===== src/hdl/adjacency_matrix_store_assert.svh =====
// Assertion macros for the adjacency matrix store.
// Each expects signals named clk and rst in the enclosing module.
`ifndef ADJACENCY_MATRIX_STORE_ASSERT_SVH
`define ADJACENCY_MATRIX_STORE_ASSERT_SVH

// Same-cycle implication.
`define AMS_ASSERT_NOW(name, ante, cons, msg) \
  name: assert property (@(posedge clk) disable iff (rst) (ante) |-> (cons)) \
    else $error(msg);

// Next-cycle implication.
`define AMS_ASSERT_NEXT(name, ante, cons, msg) \
  name: assert property (@(posedge clk) disable iff (rst) (ante) |=> (cons)) \
    else $error(msg);

`endif


===== src/hdl/ams_pkg.sv =====
`default_nettype none
package ams_pkg;

  localparam int MAX_VERTICES = 8;
  localparam int VIDX_W       = $clog2(MAX_VERTICES);
  localparam int ADDR_W       = 2 * VIDX_W;
  localparam int DEPTH        = 2 ** ADDR_W;
  localparam int WORD_W       = 32;
  localparam int VNUM_W       = 4;

  localparam logic [WORD_W-1:0] EMPTY_WORD = 32'hBF80_0000;

  typedef enum logic [2:0] {
    OP_ADD      = 3'd0,
    OP_REMOVE   = 3'd1,
    OP_QUERY    = 3'd2,
    OP_LIST_NBR = 3'd3,
    OP_LIST_ALL = 3'd4,
    OP_CLEAR    = 3'd5
  } op_t;

  typedef enum logic [2:0] {
    STS_OK       = 3'd0,
    STS_INVALID  = 3'd1,
    STS_SELF     = 3'd2,
    STS_PARALLEL = 3'd3,
    STS_NO_EDGE  = 3'd4
  } status_t;

  typedef enum logic [1:0] {
    ST_IDLE,
    ST_CHECK,
    ST_SCAN,
    ST_FLUSH
  } state_t;

  typedef struct packed {
    status_t             status;
    logic                adjacent;
    logic                found;
    logic [VNUM_W-1:0]   edge_source;
    logic [VNUM_W-1:0]   edge_dest;
    logic [WORD_W-1:0]   edge_weight;
    logic                last;
  } res_t;

endpackage
`default_nettype wire


===== src/hdl/adjacency_matrix_store.sv =====
// Directed weighted graph held as an adjacency matrix of 32-bit weight words.
// Input channel s_*: one operation per transfer (add, remove, query, list
// neighbors, list all edges, clear). Output channel m_*: one or more results
// per operation, the final one marked with m_tlast.
// vertex_count is written through cfg_we/cfg_wdata; the user must write it only
// while the block is idle, which the block itself does not enforce. Add,
// remove, query and clear are decided in ST_CHECK, which holds until the
// output register is free; their result is registered there. List operations
// step through the matrix one word per cycle, unless the receiver stalls, on
// the single RAM read port: a neighbor list scans the N entries of the source
// row and the full edge list all N*N entries, N the active vertex count.
// Each listed edge is held one step so that the final one can carry tlast.
// s_tready is high only while no operation is in progress; an input can be
// taken while the previous result still waits in the output register.
// When the receiver stalls, the sequencer holds at the next result to hand
// over and nothing is lost. Reset empties the matrix at once (per-entry
// valid bits), sets vertex_count to 8 and drops any pending result.
`default_nettype none
`include "adjacency_matrix_store_assert.svh"
module adjacency_matrix_store
  import ams_pkg::*;
(
  input  wire logic        clk,
  input  wire logic        rst,
  input  wire logic        cfg_we,
  input  wire logic [3:0]  cfg_wdata,
  input  wire logic        s_tvalid,
  output logic             s_tready,
  // operation[2:0], source[6:3], dest[10:7], weight[42:11], zero fill above
  input  wire logic [47:0] s_tdata,
  output logic             m_tvalid,
  input  wire logic        m_tready,
  // status[2:0], adjacent[3], found[4], edge_source[8:5], edge_dest[12:9],
  // edge_weight[44:13], zero fill above
  output logic [47:0]      m_tdata,
  output logic             m_tlast
);

  state_t state, state_next;

  logic [2:0]        op_q;
  logic [VNUM_W-1:0] src_q, dst_q;
  logic [WORD_W-1:0] wgt_q;
  logic [3:0]        vertex_count;

  logic [ADDR_W-1:0] rd_addr, addr_q;
  logic [VIDX_W-1:0] row_q, col_q, row_next, col_next;
  logic [WORD_W-1:0] rdata;
  logic [DEPTH-1:0]  valid;

  logic              pend_valid;
  logic [VNUM_W-1:0] pend_src, pend_dst;
  logic [WORD_W-1:0] pend_wgt;

  res_t out_q, emit_res;
  logic emit, out_free;
  logic ram_we, valid_set, valid_clr, clr_all, pend_load, pend_clear;

  logic [3:0]        n_act, n_m1;
  logic [VIDX_W-1:0] n_last;
  logic              src_ok, dst_ok, entry_full, scan_last, stall;
  logic [WORD_W-1:0] entry_word;
  logic [VNUM_W-1:0] in_src, in_dst, src_m1;

  function automatic logic [ADDR_W-1:0] cell_addr(input logic [VNUM_W-1:0] s,
                                                  input logic [VNUM_W-1:0] d);
    logic [VNUM_W-1:0] sm, dm;
    sm = s - 4'd1;
    dm = d - 4'd1;
    return {sm[VIDX_W-1:0], dm[VIDX_W-1:0]};
  endfunction

  ams_ram #(
    .WIDTH (WORD_W),
    .DEPTH (DEPTH)
  ) u_ram (
    .clk   (clk),
    .we    (ram_we),
    .waddr (addr_q),
    .wdata (wgt_q),
    .raddr (rd_addr),
    .rdata (rdata)
  );

  assign in_src = s_tdata[6:3];
  assign in_dst = s_tdata[10:7];

  assign n_act  = (vertex_count > 4'(MAX_VERTICES)) ? 4'(MAX_VERTICES) : vertex_count;
  assign n_m1   = n_act - 4'd1;
  assign n_last = n_m1[VIDX_W-1:0];
  assign src_m1 = src_q - 4'd1;
  assign src_ok = (src_q >= 4'd1) && (src_q <= n_act);
  assign dst_ok = (dst_q >= 4'd1) && (dst_q <= n_act);

  // a never-written entry reads as empty
  assign entry_word = valid[addr_q] ? rdata : EMPTY_WORD;
  assign entry_full = (entry_word != EMPTY_WORD);

  assign out_free = !m_tvalid || m_tready;
  assign s_tready = (state == ST_IDLE);

  assign scan_last = (op_q == OP_LIST_NBR) ? (col_q == n_last)
                                           : (row_q == n_last) && (col_q == n_last);
  assign stall = entry_full && pend_valid && !out_free;

  always_comb begin
    state_next = state;
    rd_addr    = addr_q;
    row_next   = row_q;
    col_next   = col_q;
    emit       = 1'b0;
    emit_res   = '0;
    ram_we     = 1'b0;
    valid_set  = 1'b0;
    valid_clr  = 1'b0;
    clr_all    = 1'b0;
    pend_load  = 1'b0;
    pend_clear = 1'b0;
    case (state)
      ST_IDLE: begin
        if (s_tvalid) begin
          rd_addr    = cell_addr(in_src, in_dst);
          state_next = ST_CHECK;
        end
      end
      ST_CHECK: begin
        // hold without side effects until the output register is free
        if (out_free) begin
          emit_res.last = 1'b1;
          state_next    = ST_IDLE;
          case (op_q)
            OP_ADD: begin
              emit = 1'b1;
              if (!(src_ok && dst_ok)) begin
                emit_res.status = STS_INVALID;
              end else if (src_q == dst_q) begin
                emit_res.status = STS_SELF;
              end else if (entry_full) begin
                emit_res.status = STS_PARALLEL;
              end else begin
                ram_we    = 1'b1;
                valid_set = 1'b1;
              end
            end
            OP_REMOVE: begin
              emit = 1'b1;
              if (!(src_ok && dst_ok)) begin
                emit_res.status = STS_INVALID;
              end else if (!entry_full) begin
                emit_res.status = STS_NO_EDGE;
              end else begin
                valid_clr = 1'b1;
              end
            end
            OP_QUERY: begin
              emit = 1'b1;
              if (!(src_ok && dst_ok)) begin
                emit_res.status = STS_INVALID;
              end else begin
                emit_res.adjacent = entry_full;
              end
            end
            OP_LIST_NBR: begin
              if (!src_ok) begin
                emit            = 1'b1;
                emit_res.status = STS_INVALID;
              end else begin
                row_next   = src_m1[VIDX_W-1:0];
                col_next   = '0;
                rd_addr    = {row_next, col_next};
                state_next = ST_SCAN;
              end
            end
            OP_LIST_ALL: begin
              if (n_act == 4'd0) begin
                emit = 1'b1;
              end else begin
                row_next   = '0;
                col_next   = '0;
                rd_addr    = {row_next, col_next};
                state_next = ST_SCAN;
              end
            end
            OP_CLEAR: begin
              emit    = 1'b1;
              clr_all = 1'b1;
            end
            default: begin
              emit = 1'b1;
            end
          endcase
        end
      end
      ST_SCAN: begin
        if (!stall) begin
          if (entry_full) begin
            pend_load = 1'b1;
            if (pend_valid) begin
              // a newer edge exists, so the held one is not the final result
              emit                 = 1'b1;
              emit_res.found       = 1'b1;
              emit_res.edge_source = pend_src;
              emit_res.edge_dest   = pend_dst;
              emit_res.edge_weight = pend_wgt;
            end
          end
          if (scan_last) begin
            state_next = ST_FLUSH;
          end else begin
            if (op_q == OP_LIST_ALL && col_q == n_last) begin
              col_next = '0;
              row_next = row_q + 1'b1;
            end else begin
              col_next = col_q + 1'b1;
            end
            rd_addr = {row_next, col_next};
          end
        end
      end
      ST_FLUSH: begin
        if (out_free) begin
          emit          = 1'b1;
          emit_res.last = 1'b1;
          if (pend_valid) begin
            emit_res.found       = 1'b1;
            emit_res.edge_source = pend_src;
            emit_res.edge_dest   = pend_dst;
            emit_res.edge_weight = pend_wgt;
          end
          pend_clear = 1'b1;
          state_next = ST_IDLE;
        end
      end
      default: begin
        state_next = ST_IDLE;
      end
    endcase
  end

  always_ff @(posedge clk) begin
    if (rst) begin
      state        <= ST_IDLE;
      m_tvalid     <= 1'b0;
      pend_valid   <= 1'b0;
      valid        <= '0;
      vertex_count <= 4'd8;
    end else begin
      state <= state_next;
      if (cfg_we) begin
        vertex_count <= cfg_wdata;
      end
      if (emit) begin
        m_tvalid <= 1'b1;
      end else if (m_tready) begin
        m_tvalid <= 1'b0;
      end
      if (pend_load) begin
        pend_valid <= 1'b1;
      end else if (pend_clear) begin
        pend_valid <= 1'b0;
      end
      if (clr_all) begin
        valid <= '0;
      end else if (valid_set) begin
        valid[addr_q] <= 1'b1;
      end else if (valid_clr) begin
        valid[addr_q] <= 1'b0;
      end
    end
  end

  always_ff @(posedge clk) begin
    addr_q <= rd_addr;
    row_q  <= row_next;
    col_q  <= col_next;
    if (s_tvalid && s_tready) begin
      op_q  <= s_tdata[2:0];
      src_q <= in_src;
      dst_q <= in_dst;
      wgt_q <= s_tdata[42:11];
    end
    if (pend_load) begin
      pend_src <= VNUM_W'(row_q) + 4'd1;
      pend_dst <= VNUM_W'(col_q) + 4'd1;
      pend_wgt <= entry_word;
    end
    if (emit) begin
      out_q <= emit_res;
    end
  end

  assign m_tdata = {3'b000, out_q.edge_weight, out_q.edge_dest, out_q.edge_source,
                    out_q.found, out_q.adjacent, out_q.status};
  assign m_tlast = out_q.last;

  `AMS_ASSERT_NOW(a_pend_in_scan, pend_valid,
                  state == ST_SCAN || state == ST_FLUSH,
                  "held edge outside a list operation")
  `AMS_ASSERT_NEXT(a_add_marks_valid, ram_we, valid[$past(addr_q)],
                   "added entry not marked written")
  `AMS_ASSERT_NEXT(a_clear_empties, clr_all, valid == '0,
                   "clear left written entries")
  `AMS_ASSERT_NOW(a_found_ok, m_tvalid && out_q.found,
                  out_q.status == STS_OK && !out_q.adjacent,
                  "listed edge carries a bad status")

endmodule
`default_nettype wire


===== src/hdl/ams_ram.sv =====
`default_nettype none
module ams_ram #(
  parameter int WIDTH = 32,
  parameter int DEPTH = 64
) (
  input  wire logic                     clk,
  input  wire logic                     we,
  input  wire logic [$clog2(DEPTH)-1:0] waddr,
  input  wire logic [WIDTH-1:0]         wdata,
  input  wire logic [$clog2(DEPTH)-1:0] raddr,
  output logic      [WIDTH-1:0]         rdata
);

  logic [WIDTH-1:0] mem [DEPTH];

  always_ff @(posedge clk) begin
    if (we) begin
      mem[waddr] <= wdata;
    end
    rdata <= mem[raddr];
  end

endmodule
`default_nettype wire


===== config.mk =====
export PLATFORM = sky130hd
export DESIGN_NAME = adjacency_matrix_store
export DESIGN_NICKNAME = d
export VERILOG_FILES = /design/src/hdl/ams_pkg.sv /design/src/hdl/adjacency_matrix_store.sv /design/src/hdl/ams_ram.sv
export VERILOG_INCLUDE_DIRS = /design/src /design/src/hdl
export SDC_FILE = /design/constraint.sdc
export NUM_CORES = 2
export LEC_CHECK = 0
export ABC_AREA = 0
export ABC_CLOCK_PERIOD_IN_PS = 5300
export BUFFER_PORTS_ARGS = -buffer_cell sky130_fd_sc_hd__buf_4
export CELL_PAD_IN_SITES_DETAIL_PLACEMENT = 1
export CELL_PAD_IN_SITES_GLOBAL_PLACEMENT = 1
export CORE_MARGIN = 2
export CORE_UTILIZATION = 40
export DETAILED_ROUTE_END_ITERATION = 10
export PLACE_DENSITY = 0.66
export RECOVER_POWER = 25
export SETUP_SLACK_MARGIN = 0.02
export SYNTH_ARGS = -nofsm -noshare
export SYNTH_HDL_FRONTEND = slang
export SYNTH_HIERARCHICAL = 1
export SYNTH_SLANG_ARGS = --single-unit

===== constraint.sdc =====
create_clock -name clk -period 5.3 [get_ports clk]
set_clock_uncertainty 0.05 [all_clocks]
set_input_delay 0.265 -clock clk [delete_from_list [all_inputs] [get_ports clk]]
set_output_delay 0.265 -clock clk [all_outputs]
set_load 0.05 [all_outputs]

==> impl_metrics.csv <==
group,metric,value,unit
status,status,"complete, but fails checks",
status,violations,"max-capacitance violations, max-slew violations",
place,dp_slack,-0.156,ns
drt,viasPerCell,5.71,
floorplanning,die_w,476,um
grt,grt_pass1_wl,347000,um
sta,hold_slack,0.0847,ns
drt,dr.first_iter.drc_count,4762,
synth,ys_seq_area_share,75.9,%
critical_path,critPathSlowestCell,"mux4_1",
critical_path,cp_max_fo,13,
floorplanning,num_rows,173,
sta,fin_crit_sh,94.7,%
synth,synth_seq_cells,2293,
critical_path,critPathTopFamily,"multiplexers",
floorplanning,die_h,476,um
drt,via_count,46368,
synth,synthArstFlopShare,0,%
clock_network,cts-root-buf,"clkbuf_16",
clock_network,cts_setup_buffers,0,
layout,layout-drive-gt1-share,26.1,%
sta,hold_viol,0,
clock_network,cts.sinks,2293,
grt,grt-ovfl-total,0,
sta,slew_viol_final,1758,
critical_path,path_cells,"mux4_1, mux2_2, nand2_1, o2111ai_2, o31ai_4, buf_6, nor2_1, nor2_1, buf_4, a221o_4, buf_12, buf_12, buf_4, mux4_2, mux2i_1, mux2i_1, a21oi_1, buf_4, a311oi_1",
layout,finalNonFillerCells,8120,
synth,yosysTopAreaCellShare,73.5,%
flow_run,maxCapViolations,27,
sta,grt_setup_unrepaired,"false",
pwr,clkPwrFrac,35.7,%
sta,finalSetupViolCount,0,
critical_path,critPathKind,"flop to flop",
critical_path,rrSetupSlack,0.28,ns
pwr,combPwrFrac,16.7,%
synth,synthXorXnorAreaFrac,0.192,%
synth,ys_top_cells_by_area,"edfxtp_1, mux4_2, mux2i_1, dfxtp_1, a22oi_1",
synth,synthFlopType,"edfxtp_1",
layout,fin_nets,5019,
pwr,p_switching,11.6,mW
pwr,p_leak,33.2,nW
pwr,p_per_area,414,mW/mm^2
synth,yosys_warnings,6,
pwr,seqPwrFrac,47.5,%
place,place_area,0.0968,sq mm
min_path,hold_path.class,"primary input to flop",
floorplanning,core,0.222,sq mm
critical_path,cp-end-kind,"flop",
sta,setup_ws,0.283,ns
floorplanning,ios,108,
critical_path,reg2reg_from,"addr_q[0]$_DFF_P_",
critical_path,worstPathArrival,5.71,ns
pwr,swShare,26.6,%
place,dp_hpwl,142000,um
place,gp_congestion,0.810,
clock_network,htreeDepth,4,
critical_path,path_depth,19,
grt,grtUsageTotal,20.9,%
place,io_buffers,99,
clock_network,cts_tree,"built",
layout,utilization,47.2,%
drt,wire_per_inst,29.3,um
sta,tightest_slew,3.17,ns
sta,final.setup.tns,0,ns
pwr,p_int,31.9,mW
drt,wl,238000,um
synth,synthAdderAreaFrac,0.210,%
synth,synth_cells,4429,
critical_path,slowest_delay,0.60,ns
critical_path,r2r-end,"u_ram/rdata[0]$_DFF_P_",
grt,grt_pass1_vias,48859,
synth,synthMuxAreaShare,14.1,%
critical_path,worst_path_most_repeated_cell,"buf_4",
pwr,ir_drop,291,uV
critical_path,endpoint,"u_ram/rdata[0]$_DFF_P_",
pwr,power,43.4,mW
floorplanning,fp.dieArea,0.227,sq mm
synth,ys_types,82,
critical_path,startpoint,"addr_q[0]$_DFF_P_",
critical_path,reg2reg_depth,19,
synth,synth_top_family_by_area,"multiplexers",
drt,dr.pass1.iters,5,
critical_path,crit_required,5.99,ns
grt,antenna_found_initial,22,
sta,relSlewSlack,-111,%
sta,max_freq,0.199,GHz
synth,synth_area_per_cell,20.1,sq um
grt,grt_max_degree,65,
synth,synth_top_cell_by_area,"edfxtp_1",
floorplanning,start_util,40.2,%
sta,layout_min_cycle_time,5.02,ns
place,dp.cells,7610,
layout,area_growth,17.5,%
synth,synth_compound_area_share,4.18,%
layout,final_common_cell,"edfxtp_1",
drt,drc,0,
drt,antenna_left,0,
clock_network,clk_path_buf_depth,3,
clock_network,clkTransAtPathRegs,0.06,ns
synth,synth-simple-area-share,3.35,%
synth,netlist_area,0.0892,sq mm
layout,fin_area,0.105,sq mm
synth,synth_edf_count,2183,
critical_path,path_buf_inv,6,
clock_network,cts_buffers,222,
clock_network,worstSkewPairLatency,0.88,ns
layout,final_cell_mix,"edfxtp_1, mux4_2, buf_4, mux2i_1, clkbuf_16",
critical_path,cp-start-kind,"flop",
## how the worst min path moves through the flow
stage                           start             endpoint  slack [ns]  depth (start not counted)
after CTS                 s_tdata[25]  wgt_q[14]$_DFFE_PP_      0.0003                          2
after global placement    s_tdata[13]   wgt_q[2]$_DFFE_PP_        0.39                          1
after global routing      s_tdata[29]  wgt_q[18]$_DFFE_PP_        0.07                          2
after detailed placement  s_tdata[17]   wgt_q[6]$_DFFE_PP_        0.39                          1
after floorplan            s_tdata[7]   dst_q[0]$_DFFE_PP_        0.31                          0
final                     s_tdata[25]  wgt_q[14]$_DFFE_PP_        0.08                          2
## cells by family (layout without fill, tap and decap cells)
family          count (synthesis)  in the layout
compound gates                520            520
other cells                     1             11
simple gates                  571            571
xor+xnor                       18             18
fa+ha+maj                      15             15
mux                           697            697
buf+inv                       314           1020
flops                        2293           2293
## timing repair
| item | in CTS | in global routing |
|---|---|---|
| gates cloned | 0 | 1 |
| gates resized for setup | 4 | 11 |
| pin swaps | 0 | 0 |
| hold buffers | 87 | 0 |
| endpoints found under the setup margin | 1 | 10 |
| hold endpoints to repair | 52 | 0 |
## sequential cells by signal (all words and copies together), names as in the netlist, named ones only
name	flops
u_ram/mem	2048
m_tdata	45
pend_wgt	32
u_ram/rdata	32
wgt_q	32
addr_q	6
dst_q	4
pend_dst	4
pend_src	4
src_q	4
vertex_count	4
col_q	3
op_q	3
row_q	3
m_tlast	1
m_tvalid	1
pend_valid	1
state	1
## power groups by stage
stage / logic (mW) / clock network, mW / registers [mW]
finish: 7.27 / 15.5 / 20.6
global route: 7.72 / 16.4 / 20.6
CTS: 7.29 / 15.8 / 20.6
detailed placement: 7.19 / 0 / 21.0
global placement: 7.06 / 0 / 21.0
floorplan: 4.12 / 0 / 20.8
## synthesized netlist by cell type (all sizes together) (8+ instances only)
library cell / number
o211ai: 14
o22ai: 47
or2: 19
a211o: 11
mux2i: 241
dfxtp: 110
o21ai: 73
xnor2: 11
clkbuf: 119
o221ai: 17
nor2: 119
a211oi: 22
nand3b: 15
a311o: 12
a41o: 14
inv: 40
nor3: 17
buf: 153
a21oi: 63
o22a: 13
a22o: 12
ha: 15
nor4: 31
nor2b: 51
a221oi: 10
mux4: 450
and3: 16
a31oi: 25
a22oi: 131
and2: 49
nand2b: 12
nand3: 78
or3b: 8
nand2: 126
a41oi: 14
nand4: 8
edfxtp: 2183
## worst reg2reg max path, delay by kind of cell, from the launching register on
kind | cells | cell delay (ns)
buffers and inverters | 6 | 1.23
multiplexers | 5 | 1.68
flip-flops | 1 | 0.42
AND/OR/NAND/NOR | 3 | 0.34
AO/OA/AOI/OAI | 5 | 1.17
## routing by layer
layer / wire, um / global-route usage (%) / vias to the layer above / part of all wire [%]
li1: - / - / 19395 / -
met1: 97000 / 27.9 / 24939 / 41
met4: 6600 / 6.10 / 6 / 2.8
met5: 50 / 0 / - / 0.021
met2: 117000 / 34.7 / 1658 / 49
met3: 17100 / 4.15 / 370 / 7.2
## final cells by class
cell class / count / area [sq um]
sequential: 2293 / 67800
inverter: 42 / 161
multi-input combinational: 1824 / 20400
clock inverter: 135 / 1300
timing repair buffer: 564 / 5640
antenna: 8 / 20.0
fill: 20420 / 117000
clock buffer: 279 / 5840
tap: 2975 / 3720
No activity file was read; power rests on OpenSTA's default activity.
